**config.mk**
```make
export PLATFORM = sky130hd
export DESIGN_NAME = gas_fire_alarm_controller_core
export DESIGN_NICKNAME = d
export VERILOG_FILES = /design/src/sv/gfac_pkg.sv /design/src/sv/gas_fire_alarm_controller_core.sv /design/src/sv/gfac_avg.sv /design/src/sv/gfac_core.sv /design/src/sv/gfac_outbuf.sv
export SDC_FILE = /design/constraint.sdc
export NUM_CORES = 1
export LEC_CHECK = 0
export CAP_MARGIN = 40
export CORE_MARGIN = 5
export CORE_UTILIZATION = 59
export DETAILED_ROUTE_END_ITERATION = 8
export DONT_BUFFER_PORTS = 1
export PLACE_DENSITY = 0.78
export SLEW_MARGIN = 15
export SYNTH_ARGS = -nofsm -noshare
export SYNTH_HDL_FRONTEND = slang
export SYNTH_SLANG_ARGS = --single-unit
```
**constraint.sdc**
```tcl
create_clock -name clk -period 11.9 [get_ports clk]
set_input_delay 0.595 -clock clk [delete_from_list [all_inputs] [get_ports clk]]
set_output_delay 0.595 -clock clk [all_outputs]
set_load 0.02 [all_outputs]
```
**src/sv/gfac_pkg.sv**
```systemverilog
// ----------------------------------------------------------------------------
// gfac_pkg
// Types and constants shared by the gas and fire alarm controller.
// ----------------------------------------------------------------------------
package gfac_pkg;

	localparam int READING_W    = 10;
	localparam int NUM_READINGS = 5;
	localparam int CFG_IDX_W    = 3;
	localparam int CFG_DATA_W   = 32;
	localparam int HOLD_W       = 16;
	localparam int COOL_W       = 32;
	localparam int BLINK_W      = 16;

	typedef logic [1:0] level_t;
	localparam level_t LEVEL_SAFE  = 2'd0;
	localparam level_t LEVEL_SMOKE = 2'd1;
	localparam level_t LEVEL_GAS   = 2'd2;
	localparam level_t LEVEL_FIRE  = 2'd3;

	// bit 2 red, bit 1 green, bit 0 blue
	typedef logic [2:0] color_t;
	localparam color_t COLOR_OFF   = 3'b000;
	localparam color_t COLOR_GREEN = 3'b010;
	localparam color_t COLOR_SMOKE = 3'b110;
	localparam color_t COLOR_GAS   = 3'b101;
	localparam color_t COLOR_FIRE  = 3'b100;

	typedef enum logic [CFG_IDX_W-1:0] {
		CFG_SMOKE_THR  = 3'd0,
		CFG_GAS_THR    = 3'd1,
		CFG_FIRE_THR   = 3'd2,
		CFG_GAS_HOLD   = 3'd3,
		CFG_ALERT_COOL = 3'd4,
		CFG_BLINK_HALF = 3'd5
	} cfg_idx_t;

	localparam logic [READING_W-1:0] RST_SMOKE_THR  = 10'd380;
	localparam logic [READING_W-1:0] RST_GAS_THR    = 10'd420;
	localparam logic [READING_W-1:0] RST_FIRE_THR   = 10'd600;
	localparam logic [HOLD_W-1:0]    RST_GAS_HOLD   = 16'd5000;
	localparam logic [COOL_W-1:0]    RST_ALERT_COOL = 32'd10000;
	localparam logic [BLINK_W-1:0]   RST_BLINK_HALF = 16'd500;

	typedef struct packed {
		logic                 sample_valid;
		logic [READING_W-1:0] gas_reading_a;
		logic [READING_W-1:0] gas_reading_b;
		logic [READING_W-1:0] gas_reading_c;
		logic [READING_W-1:0] gas_reading_d;
		logic [READING_W-1:0] gas_reading_e;
		logic [READING_W-1:0] flame_reading;
	} in_item_t;

	typedef struct packed {
		level_t               alarm_level;
		logic [READING_W-1:0] gas_average;
		logic                 red_lamp;
		logic                 rgb_red;
		logic                 rgb_green;
		logic                 rgb_blue;
		logic                 play_alarm;
		logic                 stop_alarm;
		logic                 send_alert;
	} out_item_t;

endpackage

```
**src/sv/gas_fire_alarm_controller_core.sv**
```systemverilog
// ----------------------------------------------------------------------------
// gas_fire_alarm_controller_core
// Gas and fire alarm controller: one beat per millisecond tick, one result
// beat per tick with level, averaged gas, lamp and sound/alert pulses.
// ----------------------------------------------------------------------------
//  channel | direction | handshake             | payload
//  in      | in        | in_valid / in_ready   | in_data  (in_item_t)
//  out     | out       | out_valid / out_ready | out_data (out_item_t)
//  cfg     | in        | cfg_we                | cfg_addr, cfg_wdata
//
// One beat per cycle while the output accepts; a result passes through the input
// register, then the result register.
// The whole tick update sits between the input register and the result
// register; a skid entry lets one more beat in while the output stalls.
// Reset clears all alarm state and loads the default thresholds; no sweep.
// ----------------------------------------------------------------------------
module gas_fire_alarm_controller_core
	import gfac_pkg::*;
#(
	parameter int GAS_SAMPLES = 5,
	parameter int TIME_BITS   = 32,
	parameter int ADC_BITS    = 10
) (
	input  logic                  clk,
	input  logic                  arst_n,
	input  logic                  cfg_we,
	input  logic [CFG_IDX_W-1:0]  cfg_addr,
	input  logic [CFG_DATA_W-1:0] cfg_wdata,
	input  logic                  in_valid,
	output logic                  in_ready,
	input  in_item_t              in_data,
	output logic                  out_valid,
	input  logic                  out_ready,
	output out_item_t             out_data
);

	in_item_t             item_s1;
	logic                 valid_s1;
	logic                 buf_ready, adv;
	logic [READING_W-1:0] gas_avg, flame;
	out_item_t            result;

	assign adv      = valid_s1 && buf_ready;
	assign in_ready = !valid_s1 || buf_ready;

	always_ff @(posedge clk or negedge arst_n) begin
		if (!arst_n) begin
			valid_s1 <= 1'b0;
		end else if (in_ready) begin
			valid_s1 <= in_valid;
		end
	end

	always_ff @(posedge clk) begin
		if (in_valid && in_ready) item_s1 <= in_data;
	end

	gfac_avg #(
		.GAS_SAMPLES (GAS_SAMPLES),
		.ADC_BITS    (ADC_BITS)
	) u_avg (
		.item    (item_s1),
		.gas_avg (gas_avg),
		.flame   (flame)
	);

	gfac_core #(
		.TIME_BITS (TIME_BITS)
	) u_core (
		.clk          (clk),
		.arst_n       (arst_n),
		.cfg_we       (cfg_we),
		.cfg_addr     (cfg_addr),
		.cfg_wdata    (cfg_wdata),
		.step         (adv),
		.sample_valid (item_s1.sample_valid),
		.gas_avg      (gas_avg),
		.flame        (flame),
		.result       (result)
	);

	gfac_outbuf u_outbuf (
		.clk        (clk),
		.arst_n     (arst_n),
		.push       (adv),
		.push_data  (result),
		.push_ready (buf_ready),
		.out_valid  (out_valid),
		.out_ready  (out_ready),
		.out_data   (out_data)
	);

endmodule

```
**src/sv/gfac_avg.sv**
```systemverilog
// ----------------------------------------------------------------------------
// gfac_avg
// Averages the gas readings of one sample and masks the flame reading.
// ----------------------------------------------------------------------------
module gfac_avg
	import gfac_pkg::*;
#(
	parameter int GAS_SAMPLES = 5,
	parameter int ADC_BITS    = 10
) (
	input  in_item_t             item,
	output logic [READING_W-1:0] gas_avg,
	output logic [READING_W-1:0] flame
);

	localparam int SAMPLE_COUNT = (GAS_SAMPLES < 1) ? 1 :
		((GAS_SAMPLES > NUM_READINGS) ? NUM_READINGS : GAS_SAMPLES);
	localparam int SUM_W = READING_W + 3;
	localparam logic [READING_W-1:0] ADC_MASK = READING_W'((64'd1 << ADC_BITS) - 64'd1);
	// rounded-up reciprocal of the count; exact floor for any sum below 2^14
	localparam int RECIP_SHIFT = 16;
	localparam int RECIP       = ((1 << RECIP_SHIFT) + SAMPLE_COUNT - 1) / SAMPLE_COUNT;
	localparam int PROD_W      = SUM_W + RECIP_SHIFT + 1;

	logic [READING_W-1:0] rd [NUM_READINGS];
	logic [SUM_W-1:0]     sum;
	logic [PROD_W-1:0]    prod;

	assign rd[0] = item.gas_reading_a;
	assign rd[1] = item.gas_reading_b;
	assign rd[2] = item.gas_reading_c;
	assign rd[3] = item.gas_reading_d;
	assign rd[4] = item.gas_reading_e;

	always_comb begin
		sum = '0;
		for (int i = 0; i < SAMPLE_COUNT; i++) begin
			sum = sum + SUM_W'(rd[i] & ADC_MASK);
		end
	end

	// truncating divide by the constant count as a reciprocal multiply
	assign prod    = PROD_W'(sum) * PROD_W'(RECIP);
	assign gas_avg = prod[RECIP_SHIFT +: READING_W];
	assign flame   = item.flame_reading & ADC_MASK;

endmodule

```
**src/sv/gfac_core.sv**
```systemverilog
// ----------------------------------------------------------------------------
// gfac_core
// Config registers, alarm state and the per-tick classify / hold / lamp /
// alert update.
// ----------------------------------------------------------------------------
module gfac_core
	import gfac_pkg::*;
#(
	parameter int TIME_BITS = 32
) (
	input  logic                  clk,
	input  logic                  arst_n,
	input  logic                  cfg_we,
	input  logic [CFG_IDX_W-1:0]  cfg_addr,
	input  logic [CFG_DATA_W-1:0] cfg_wdata,
	input  logic                  step,
	input  logic                  sample_valid,
	input  logic [READING_W-1:0]  gas_avg,
	input  logic [READING_W-1:0]  flame,
	output out_item_t             result
);

	localparam int CMP_W = (TIME_BITS > COOL_W) ? TIME_BITS : COOL_W;

	logic [READING_W-1:0] smoke_thr_q, gas_thr_q, fire_thr_q;
	logic [HOLD_W-1:0]    gas_hold_q;
	logic [COOL_W-1:0]    alert_cool_q;
	logic [BLINK_W-1:0]   blink_half_q;

	logic [TIME_BITS-1:0] tick_q, hold_start_q, last_alert_q, last_toggle_q;
	logic [READING_W-1:0] held_gas_q, held_flame_q;
	level_t               prev_level_q;
	logic                 hold_running_q, alert_done_q, sound_on_q, blink_phase_q;
	color_t               lamp_q;

	// next-state values
	logic [TIME_BITS-1:0] hold_start_d, last_alert_d, last_toggle_d;
	logic [READING_W-1:0] gas_d, flame_d;
	level_t               level;
	logic                 hold_running_d, alert_done_d, sound_on_d, blink_phase_d;
	color_t               lamp_d, color;
	logic                 changed, play, alert, toggle;
	logic [TIME_BITS-1:0] hold_el, toggle_el, alert_el;

	always_ff @(posedge clk or negedge arst_n) begin
		if (!arst_n) begin
			smoke_thr_q  <= RST_SMOKE_THR;
			gas_thr_q    <= RST_GAS_THR;
			fire_thr_q   <= RST_FIRE_THR;
			gas_hold_q   <= RST_GAS_HOLD;
			alert_cool_q <= RST_ALERT_COOL;
			blink_half_q <= RST_BLINK_HALF;
		end else if (cfg_we) begin
			case (cfg_idx_t'(cfg_addr))
				CFG_SMOKE_THR:  smoke_thr_q  <= cfg_wdata[READING_W-1:0];
				CFG_GAS_THR:    gas_thr_q    <= cfg_wdata[READING_W-1:0];
				CFG_FIRE_THR:   fire_thr_q   <= cfg_wdata[READING_W-1:0];
				CFG_GAS_HOLD:   gas_hold_q   <= cfg_wdata[HOLD_W-1:0];
				CFG_ALERT_COOL: alert_cool_q <= cfg_wdata[COOL_W-1:0];
				CFG_BLINK_HALF: blink_half_q <= cfg_wdata[BLINK_W-1:0];
				default: ;
			endcase
		end
	end

	always_comb begin
		gas_d   = sample_valid ? gas_avg : held_gas_q;
		flame_d = sample_valid ? flame   : held_flame_q;

		if (flame_d >= fire_thr_q)     level = LEVEL_FIRE;
		else if (gas_d >= gas_thr_q)   level = LEVEL_GAS;
		else if (gas_d >= smoke_thr_q) level = LEVEL_SMOKE;
		else                           level = LEVEL_SAFE;

		// gas falling back to smoke is held at gas for gas_hold ticks
		hold_start_d   = hold_start_q;
		hold_running_d = 1'b0;
		hold_el        = '0;
		if (prev_level_q == LEVEL_GAS && level == LEVEL_SMOKE) begin
			if (!hold_running_q) hold_start_d = tick_q;
			hold_el = tick_q - hold_start_d;
			if (hold_el < TIME_BITS'(gas_hold_q)) begin
				level          = LEVEL_GAS;
				hold_running_d = 1'b1;
			end
		end

		changed      = (level != prev_level_q);
		alert_done_d = changed ? 1'b0 : alert_done_q;
		sound_on_d   = changed ? 1'b0 : sound_on_q;

		case (level)
			LEVEL_SMOKE: color = COLOR_SMOKE;
			LEVEL_GAS:   color = COLOR_GAS;
			default:     color = COLOR_FIRE;
		endcase

		toggle_el     = tick_q - last_toggle_q;
		toggle        = 1'b0;
		play          = 1'b0;
		lamp_d        = lamp_q;
		blink_phase_d = blink_phase_q;
		last_toggle_d = last_toggle_q;
		if (level == LEVEL_SAFE) begin
			lamp_d = COLOR_GREEN;
		end else begin
			toggle = (toggle_el >= TIME_BITS'(blink_half_q));
			if (toggle) begin
				last_toggle_d = tick_q;
				blink_phase_d = !blink_phase_q;
				lamp_d        = blink_phase_d ? color : COLOR_OFF;
			end
			play       = !sound_on_d;
			sound_on_d = 1'b1;
		end

		alert_el     = tick_q - last_alert_q;
		alert        = (level != LEVEL_SAFE) && !alert_done_d &&
			(CMP_W'(alert_el) > CMP_W'(alert_cool_q));
		last_alert_d = last_alert_q;
		if (alert) begin
			alert_done_d = 1'b1;
			last_alert_d = tick_q;
		end

		result.alarm_level = level;
		result.gas_average = gas_d;
		result.red_lamp    = level[1];
		result.rgb_red     = lamp_d[2];
		result.rgb_green   = lamp_d[1];
		result.rgb_blue    = lamp_d[0];
		result.play_alarm  = play;
		result.stop_alarm  = changed;
		result.send_alert  = alert;
	end

	always_ff @(posedge clk or negedge arst_n) begin
		if (!arst_n) begin
			tick_q         <= '0;
			held_gas_q     <= '0;
			held_flame_q   <= '0;
			prev_level_q   <= LEVEL_SAFE;
			hold_running_q <= 1'b0;
			hold_start_q   <= '0;
			alert_done_q   <= 1'b0;
			sound_on_q     <= 1'b0;
			last_alert_q   <= '0;
			last_toggle_q  <= '0;
			blink_phase_q  <= 1'b0;
			lamp_q         <= COLOR_GREEN;
		end else if (step) begin
			tick_q         <= tick_q + 1'b1;
			held_gas_q     <= gas_d;
			held_flame_q   <= flame_d;
			prev_level_q   <= level;
			hold_running_q <= hold_running_d;
			hold_start_q   <= hold_start_d;
			alert_done_q   <= alert_done_d;
			sound_on_q     <= sound_on_d;
			last_alert_q   <= last_alert_d;
			last_toggle_q  <= last_toggle_d;
			blink_phase_q  <= blink_phase_d;
			lamp_q         <= lamp_d;
		end
	end

endmodule

```
**src/sv/gfac_outbuf.sv**
```systemverilog
// ----------------------------------------------------------------------------
// gfac_outbuf
// Result register with a skid entry, so a stalled output does not stop the
// next beat being computed.
// ----------------------------------------------------------------------------
module gfac_outbuf
	import gfac_pkg::*;
(
	input  logic      clk,
	input  logic      arst_n,
	input  logic      push,
	input  out_item_t push_data,
	output logic      push_ready,
	output logic      out_valid,
	input  logic      out_ready,
	output out_item_t out_data
);

	logic      out_valid_q, skid_valid_q;
	out_item_t out_q, skid_q;
	logic      pop;

	assign pop        = out_valid_q && out_ready;
	assign push_ready = !skid_valid_q;
	assign out_valid  = out_valid_q;
	assign out_data   = out_q;

	always_ff @(posedge clk or negedge arst_n) begin
		if (!arst_n) begin
			out_valid_q  <= 1'b0;
			skid_valid_q <= 1'b0;
		end else if (skid_valid_q) begin
			if (pop) skid_valid_q <= 1'b0;
		end else if (push) begin
			if (out_valid_q && !pop) skid_valid_q <= 1'b1;
			else                     out_valid_q  <= 1'b1;
		end else if (pop) begin
			out_valid_q <= 1'b0;
		end
	end

	always_ff @(posedge clk) begin
		if (skid_valid_q) begin
			if (pop) out_q <= skid_q;
		end else if (push) begin
			if (out_valid_q && !pop) skid_q <= push_data;
			else                     out_q  <= push_data;
		end
	end

endmodule

```
# Word-level counts from Yosys, hierarchy flattened
# Index checks and enable logic that the tools add are counted.
# classes
order_cmp,6
mux,31
bitwise,2
reduce_logical,31
n_addsub,8
multipliers,1
eq_ne,13
# op_table
operator,count
32-bit subtractor,3
19-bit two-way mux,4
32-bit two-way mux,2
13-bit by 10-bit adder with 13-bit output,3
"32-bit by 1-bit adder with 32-bit output, second input constant",1
32-bit by 16-bit >= comparator with 1-bit output,1
32-bit > comparator,1
32-bit by 16-bit less-than comparator with 1-bit output,1
10-bit >= comparator,3
"13-bit by 12-bit multiplier with 24-bit output, second input constant",1
10-bit two-way mux,2
2-bit AND reduction,8
1-bit two-way mux,15
3-bit AND reduction,4
10-bit by 10-bit adder with 11-bit output,1
3-bit two-way mux,3
2-bit two-way mux,4
1-bit logical AND,7
"3-bit by 2-bit equality test with 1-bit output, second input constant",2
"3-bit equality test, second input constant",2
1-bit logical NOT,6
2-bit nonzero test,3
"2-bit by 1-bit equality test with 1-bit output, second input constant",2
"2-bit equality test, second input constant",2
9 further kinds,11
# totals
regBits,353
output_inout_bits,21
inputBits,101
word_cells,138

# Logic depth before layout (Yosys ltp)
# Gate-level depths: netlist (run 1).
# depth
word_depth,25
ltp_mapped,56

# Hierarchy
# From an unflattened synthesis (run 1), not the netlist that was laid out.
# unflattened
cells_unflattened,2479
hier_area_um2,25319.3
# modules_own_cells
mod,cells_each,seq_area_each_um2,area_per_inst_um2,instances
gfac_core,1873,6319.8,17693.2,1
gfac_avg,469,0.0,4171.5,1
gas_fire_alarm_controller_core,66,1856.8,1891.8,1
gfac_outbuf,71,1191.1,1562.7,1

# Worst setup path after synthesis (run 1)
# No wires, ideal clock.
# synth_path
kind,reg-to-reg
from,register item_s1[40] (netlist name)
to,register u_core.last_alert_q[10]
setup_slack_ns,0.761
setup_ns,0.125
n_path_buf,1
arrival_ns,11.014
path_stages_with_launch,52
path_cell_list,edfxtp_1 -> ha_1 -> inv_1 -> fa_1 -> xnor2_1 -> fa_1 -> inv_1 -> fa_1 -> inv_1 -> ha_1 -> a21o_1 -> a21oi_1 -> o21bai_1 -> a21oi_1 -> o21bai_1 -> a21oi_1 -> o21bai_1 -> a21oi_1 -> (+16 left out) -> o22a_1 -> a21oi_1 -> xnor2_1 -> mux2_2 -> ha_1 -> or4_1 -> a21oi_1 -> o21ai_0 -> o22a_1 -> or4_4 -> nand4b_1 -> a211o_1 -> nor4_4 -> nand4_4 -> nand2_4 -> a211oi_4 -> buf_6 -> mux2_4
# synth_rtl
item,line,source
"start, declared",gas_fire_alarm_controller_core.sv:37,in_item_t item_s1;
"start signal, assigned",gas_fire_alarm_controller_core.sv:55,if (in_valid && in_ready) item_s1 <= in_data;
"end signal, assigned",gfac_core.sv:160,last_alert_q <= last_alert_d;
"end, declared",gfac_core.sv:30,"logic [TIME_BITS-1:0] tick_q, hold_start_q, last_alert_q, last_toggle_q;"

==> results of run 1 <==
[what timing repair did]
item,in CTS,in global routing
hold buffers,1,0
endpoints found under the setup margin,32,73
hold endpoints to repair,254,0
buffers inserted,0,10
cloned,0,3
pin swaps,0,44
gates resized for setup,8,42
[cell usage in the layout (no fill, tap or decap), types with 12 or more instances in the layout]
cell type / instances
mux2_4: 32
and3_1: 21
fa_1: 63
nor2b_1: 25
ha_1: 288
clkbuf_16: 44
buf_4: 37
nand4_1: 24
o211ai_1: 12
mux2i_1: 37
dfstp_2: 31
edfxtp_1: 97
nand3_1: 45
nor2_1: 126
xor2_1: 45
o21bai_1: 14
a21o_1: 48
nor3_1: 26
o21a_1: 25
nand2_1: 243
o21ai_0: 162
xnor2_1: 84
a21oi_2: 14
a211oi_1: 13
a21oi_1: 159
nand2b_1: 25
dfrtp_1: 222
inv_1: 336
mux2_2: 71
[worst paths after layout]
| path | from | to | slack, ns | cells past startpoint |
|---|---|---|---|---|
| worst max-delay path | item_s1[41] | u_core.last_alert_q[14] | 0.17 | 50 |
| worst min-delay path | arst_n | u_core.last_toggle_q[29] | -0.04 | 1 |
| worst max register to register | item_s1[41] | u_core.last_alert_q[14] | 0.17 | 50 |
| worst min register to register | u_core.held_gas_q[3] | u_core.held_gas_q[3] | 0.47 | 2 |
| max in group asynchronous | arst_n | u_core.hold_start_q[3] | 10.84 | 2 |
| min in group clk | out_ready | u_outbuf.skid_valid_q | 0.11 | 1 |
[per-layer routing]
metal	global-route usage (%)	vias up	wire length [um]
li1	-	8869	-
met1	34.1	9080	26900
met5	0	-	0
met4	8.09	0	1720
met2	43.3	491	29200
met3	3.70	127	3220
[state kept, by name, summed over array words and instances, names as in the netlist, 2 cells and up]
register / cells
u_core.last_alert_q: 32
u_core.prev_level_q: 2
u_outbuf.out_data: 18
u_core.lamp_q: 3
u_core.smoke_thr_q: 10
u_core.tick_q: 32
u_core.gas_hold_q: 16
u_core.held_gas_q: 10
u_core.fire_thr_q: 10
u_core.held_flame_q: 10
u_outbuf.skid_q: 18
u_core.blink_half_q: 16
u_core.gas_thr_q: 10
u_core.last_toggle_q: 32
item_s1: 61
u_core.alert_cool_q: 32
u_core.hold_start_q: 32
[metrics by stage]
| stage | setup WS, ns | cells | utilization [%] | area (sq um) | hold WS [ns] |
|---|---|---|---|---|---|
| 5_1_grt | -0.282 | 3149 | 65.6 | 27500 | 0.00753 |
| 6_report | 0.166 | 3149 | 65.6 | 27500 | -0.0365 |
| 3_5_place_dp | -0.0588 | 3059 | 61.3 | 25700 | 0.314 |
| 2_1_floorplan | 0.761 | 2549 | - | 24900 | 0.299 |
| 4_1_cts | 0.0486 | 3133 | 64.7 | 27100 | 0.0751 |
| 3_3_place_gp | 0.252 | 3052 | 61.1 | 25600 | 0.315 |
[worst max-delay path, delay by kind of cell (launching register included)]
kind	cells	cell delay [ns]
fa+ha+maj	10	3.78
compound gates	21	3.55
simple gates	9	2.09
xor+xnor	3	0.66
mux	2	0.61
buf+inv	5	0.48
flops	1	0.41
[layout make-up]
class / count / share of cell area, %
multi-input cells: 1792 / 52.1
flip-flops and latches: 351 / 33.9
inverters: 341 / 4.66
clock buffers: 52 / 4.15
well taps: 539 / 2.46
repair buffers: 51 / 1.90
clock inverters: 21 / 0.811
diodes: 2 / 0.0182
[cells by family after synthesis]
kind of cell | count (synthesis) | share of synthesized area, %
flip-flops | 351 | 37.4
buffers and inverters | 406 | 6.24
adder cells (fa/ha/maj) | 361 | 20.1
XOR/XNOR | 134 | 4.71
AO/OA/AOI/OAI | 555 | 13.6
AND/OR/NAND/NOR | 602 | 11.4
multiplexers | 140 | 6.60
==> summary.md, run 1 <==
| Metric | Value |
|---|---|
| Status | `complete, but fails checks` |
| Failing checks | `negative hold slack` |
| Synthesized instance count | `2549` |
| Synthesized Nets | `3011` |
| Most frequent cell after synthesis | `inv_1` |
| RePlAce Congestion | `0.904` |
| Final HPWL DP | `44300 um` |
| Startpoint types | `flop` |
| Initial antenna violation count | `2` |
| Post-synth EDFFs | `97` |
| DIE HEIGHT | `215 um` |
| # DRC | `0` |
| H-tree depth | `2` |
| Kind of critical path | `reg -> reg` |
| Final hold violation count | `18` |
| Worst hold-check slack | `-0.0365 ns` |
| Final WL | `61100 um` |
| Critical Path Slowest Stage Cell | `fa_1` |
| Worst path max stage delay | `0.54 ns` |
| Max Clk Rate | `0.0852 GHz` |
| Footprint of the multi-input gates | `0.0143 sq mm` |
| Register area | `0.00931 sq mm` |
| First-pass GRT wire length | `97100 um` |
| Vias in the first global route | `18.8k` |
| Overflow after GRT | `0` |
| Via Count | `18.6k` |
| Tightest Hold Check Type | `in -> async` |
| DRT iter0 DRCs | `1328` |
| Final net count | `3039` |
| Ys flop type | `dfrtp_1` |
| Critical path endpoint category | `flop` |
| Slew @ Worst Pin | `0.908 ns` |
| Pin count of the biggest net entering global routing | `255` |
| Max-Cap Viols | `0` |
| Filler instances | `3229` |
| Number of port buffers | `0` |
| Routed Antenna Nets | `0` |
| Post-synth top cells | `inv_1, ha_1, nand2_1` |
| CTS clk-pin slew, worst paths | `0.06 ns` |
| Yosys top cell by area | `dfrtp_1` |
| Die Width | `215 um` |
| Synthesis warning total | `0` |
| CTS max path bufs | `3` |
| Full die area | `0.0464 sq mm` |
| Share of the synthesized area in the top cell type | `22.4%` |
| Layout area overhead | `10.3%` |
| Drt first pass iters | `5` |
| CTS Buf Count | `40` |
| Final min period | `11.73 ns` |
| Seq cells post-synth | `351` |
| Final setup vio count | `0` |
| Syn avg cell area | `9.77 sq um` |
| Setup tns final | `0 ns` |
| Root Buffer | `clkbuf_16` |
| Mapped cell area | `0.0249 sq mm` |
| Via/cell ratio | `5.90` |
| Worst Clk Skew | `0.0252 ns` |
| Worst Path Required | `12.35 ns` |
| Async S/R FF share, synth | `72.4%` |
| Crit Path Max Fanout | `8` |
| Row Count | `75` |
| Relative slew slack | `38.8%` |
| Core area | `0.0419 sq mm` |
| Sink Count | `351` |
| Layout cells sized above 1 | `12.4%` |
| IO Count | `122` |
| Fin crit share | `98.6%` |
| Distinct cells, synth | `74` |
| Critical Path AT | `12.18 ns` |
| TritonCTS clock tree | `yes` |
| Clock Latency Late Sink | `0.58 ns` |
| Sequential fraction of the synthesis area | `37.4%` |
| Overall Global Routing Usage | `25.5%` |
| Synth area leaders | `dfrtp_1, ha_1, edfxtp_1, fa_1, inv_1` |
| Initial cell density of the core | `59.5%` |
| WL/cell | `19.4 um` |
| Max Slew Vio Count | `0` |
Power of run 1 is left out: the tool's default activity adds up to more than one toggle a clock period on the data nets, which glitch-free logic cannot reach.
==> run 2, diff against run 1 <==
Settings changed: CELL_PAD_IN_SITES_DETAIL_PLACEMENT from default to 1, CELL_PAD_IN_SITES_GLOBAL_PLACEMENT from default to 1, CORE_UTILIZATION 59 to 47, PLACE_DENSITY 0.78 to default, PLACE_DENSITY_LB_ADDON from default to 0.1.
==> run 2 against run 1 <==
Compared with the run above:
- the run now ends clean
- flip-flop and latch count stayed put
- maximum frequency up 0.88%
- cell count rose by 5.4%
- first-iteration DRC count is 46% lower
- sequential share of layout area down 0.55 points
- setup slack improved by 0.10 ns
- via count increased by 0.12%
- register-to-register slack improved by 0.10 ns
- critical endpoint is now u_core.last_alert_q[19]
- highest routed layer unchanged
==> summary.md, run 2 (synthesized netlist as in run 1, its figures left out) <==
| Metric | Value |
|---|---|
| Status | `complete, no violations` |
| RePlAce Congestion | `0.846` |
| Via Count | `18.6k` |
| Sink Count | `351` |
| Kind of critical path | `reg -> reg` |
| Worst Clk Skew | `0.0321 ns` |
| Final WL | `68200 um` |
| Full die area | `0.0577 sq mm` |
| # DRC | `0` |
| Number of port buffers | `0` |
| WL/cell | `20.5 um` |
| Final net count | `3056` |
| CTS max path bufs | `3` |
| Final min period | `11.63 ns` |
| Pin count of the biggest net entering global routing | `228` |
| Vias in the first global route | `19.9k` |
| Leading cell type in the layout, fill and taps excluded | `inv_1` |
| Most frequent cells in the layout | `inv_1, ha_1, nand2_1, dfrtp_1, o21ai_0` |
| Max Clk Rate | `0.0860 GHz` |
| Final HPWL DP | `50700 um` |
| Core area | `0.0526 sq mm` |
| Clock Latency Late Sink | `0.60 ns` |
| First-pass GRT wire length | `109000 um` |
| Slew @ Worst Pin | `0.782 ns` |
| Most flops, register | `item_s1` |
| Root Buffer | `clkbuf_16` |
| DRT iter0 DRCs | `717` |
| H-tree depth | `2` |
| Critical Path AT | `12.09 ns` |
| DIE HEIGHT | `240 um` |
| Final hold violation count | `0` |
| Max reg flops | `61` |
| Worst path bufs/invs | `11` |
| Row Count | `84` |
| Layout cells sized above 1 | `13.0%` |
| Layout area overhead | `12.1%` |
| Initial cell density of the core | `47.4%` |
| Crit path top cell by count | `fa_1` |
| Max Slew Vio Count | `0` |
| Critical Path Slowest Stage Cell | `fa_1` |
| CTS Buf Count | `43` |
| Die Width | `240 um` |
| TritonCTS clock tree | `yes` |
| Initial antenna violation count | `3` |
| Critical path endpoint category | `flop` |
| Flop2flop setup slack | `0.27 ns` |
| Crit Path Max Fanout | `8` |
| Setup tns final | `0 ns` |
| Drt first pass iters | `4` |
| Tightest Hold Check Type | `in -> async` |
| RR Startpoint | `item_s1[40]` |
| Overflow after GRT | `0` |
| Fin crit share | `97.7%` |
| CP delay by family, top | `adder cells` |
| Relative slew slack | `46.5%` |
| CTS clk-pin slew, worst paths | `0.06 ns` |
| Worst hold-check slack | `0.0736 ns` |
| Final setup vio count | `0` |
| Overall Global Routing Usage | `23.3%` |
| Routed Antenna Nets | `0` |
| Worst path max stage delay | `0.55 ns` |
| Startpoint types | `flop` |
| Crit path launch | `item_s1[40]` |
| Max-Cap Viols | `0` |
| Via/cell ratio | `5.60` |
| Worst Path Required | `12.35 ns` |
| IO Count | `122` |
==> run 2: routing by layer <==
layer	GRT usage, %	up-vias	routed length, um
met2	39.2	268	32600
met5	0	-	0
met3	3.34	90	2580
li1	-	8898	-
met4	6.48	0	1700
met1	31.8	9334	31300
==> run 2: area by class of cell <==
class,count,area (sq um)
sequential,351,9310
fill,5846,24600
multi-input combinational,1792,14400
clock buffer,66,1240
inverter,341,1280
antenna,3,7.51
clock inverter,14,214
timing repair buffer,65,609
tap,688,861
==> run 2: path summary, 6_finish.rpt <==
kind                       cells past startpoint                 endpoint
min reg2reg                                    2   u_core.held_flame_q[2]
max reg2reg                                   50  u_core.last_alert_q[19]
min in group clk                               0               item_s1[2]
max in group asynchronous                      3  u_core.last_alert_q[12]
max                                           50  u_core.last_alert_q[19]
min                                            1    u_core.smoke_thr_q[8]
==> run 2: repair_timing <==
item,in CTS,in global routing
setup endpoints to repair,46,70
pin swaps,1,54
setup buffers,5,17
gates resized for setup,7,60
gates cloned,0,2
hold buffers,2,1
hold endpoints to repair,227,79
==> run 2: through the flow <==
| stage | setup WS [ns] | instances | utilization, % | area, sq um |
|---|---|---|---|---|
| 6_report | 0.269 | 3320 | 53.1 | 27900 |
| 5_1_grt | -0.207 | 3320 | 53.1 | 27900 |
| 4_1_cts | 0.0108 | 3296 | 52.2 | 27400 |
| 3_5_place_dp | -0.276 | 3209 | 49.2 | 25800 |
| 3_3_place_gp | 0.164 | 3201 | 49.0 | 25800 |
| 2_1_floorplan | 0.761 | 2549 | - | 24900 |
Power of run 2 is left out for the same reason.
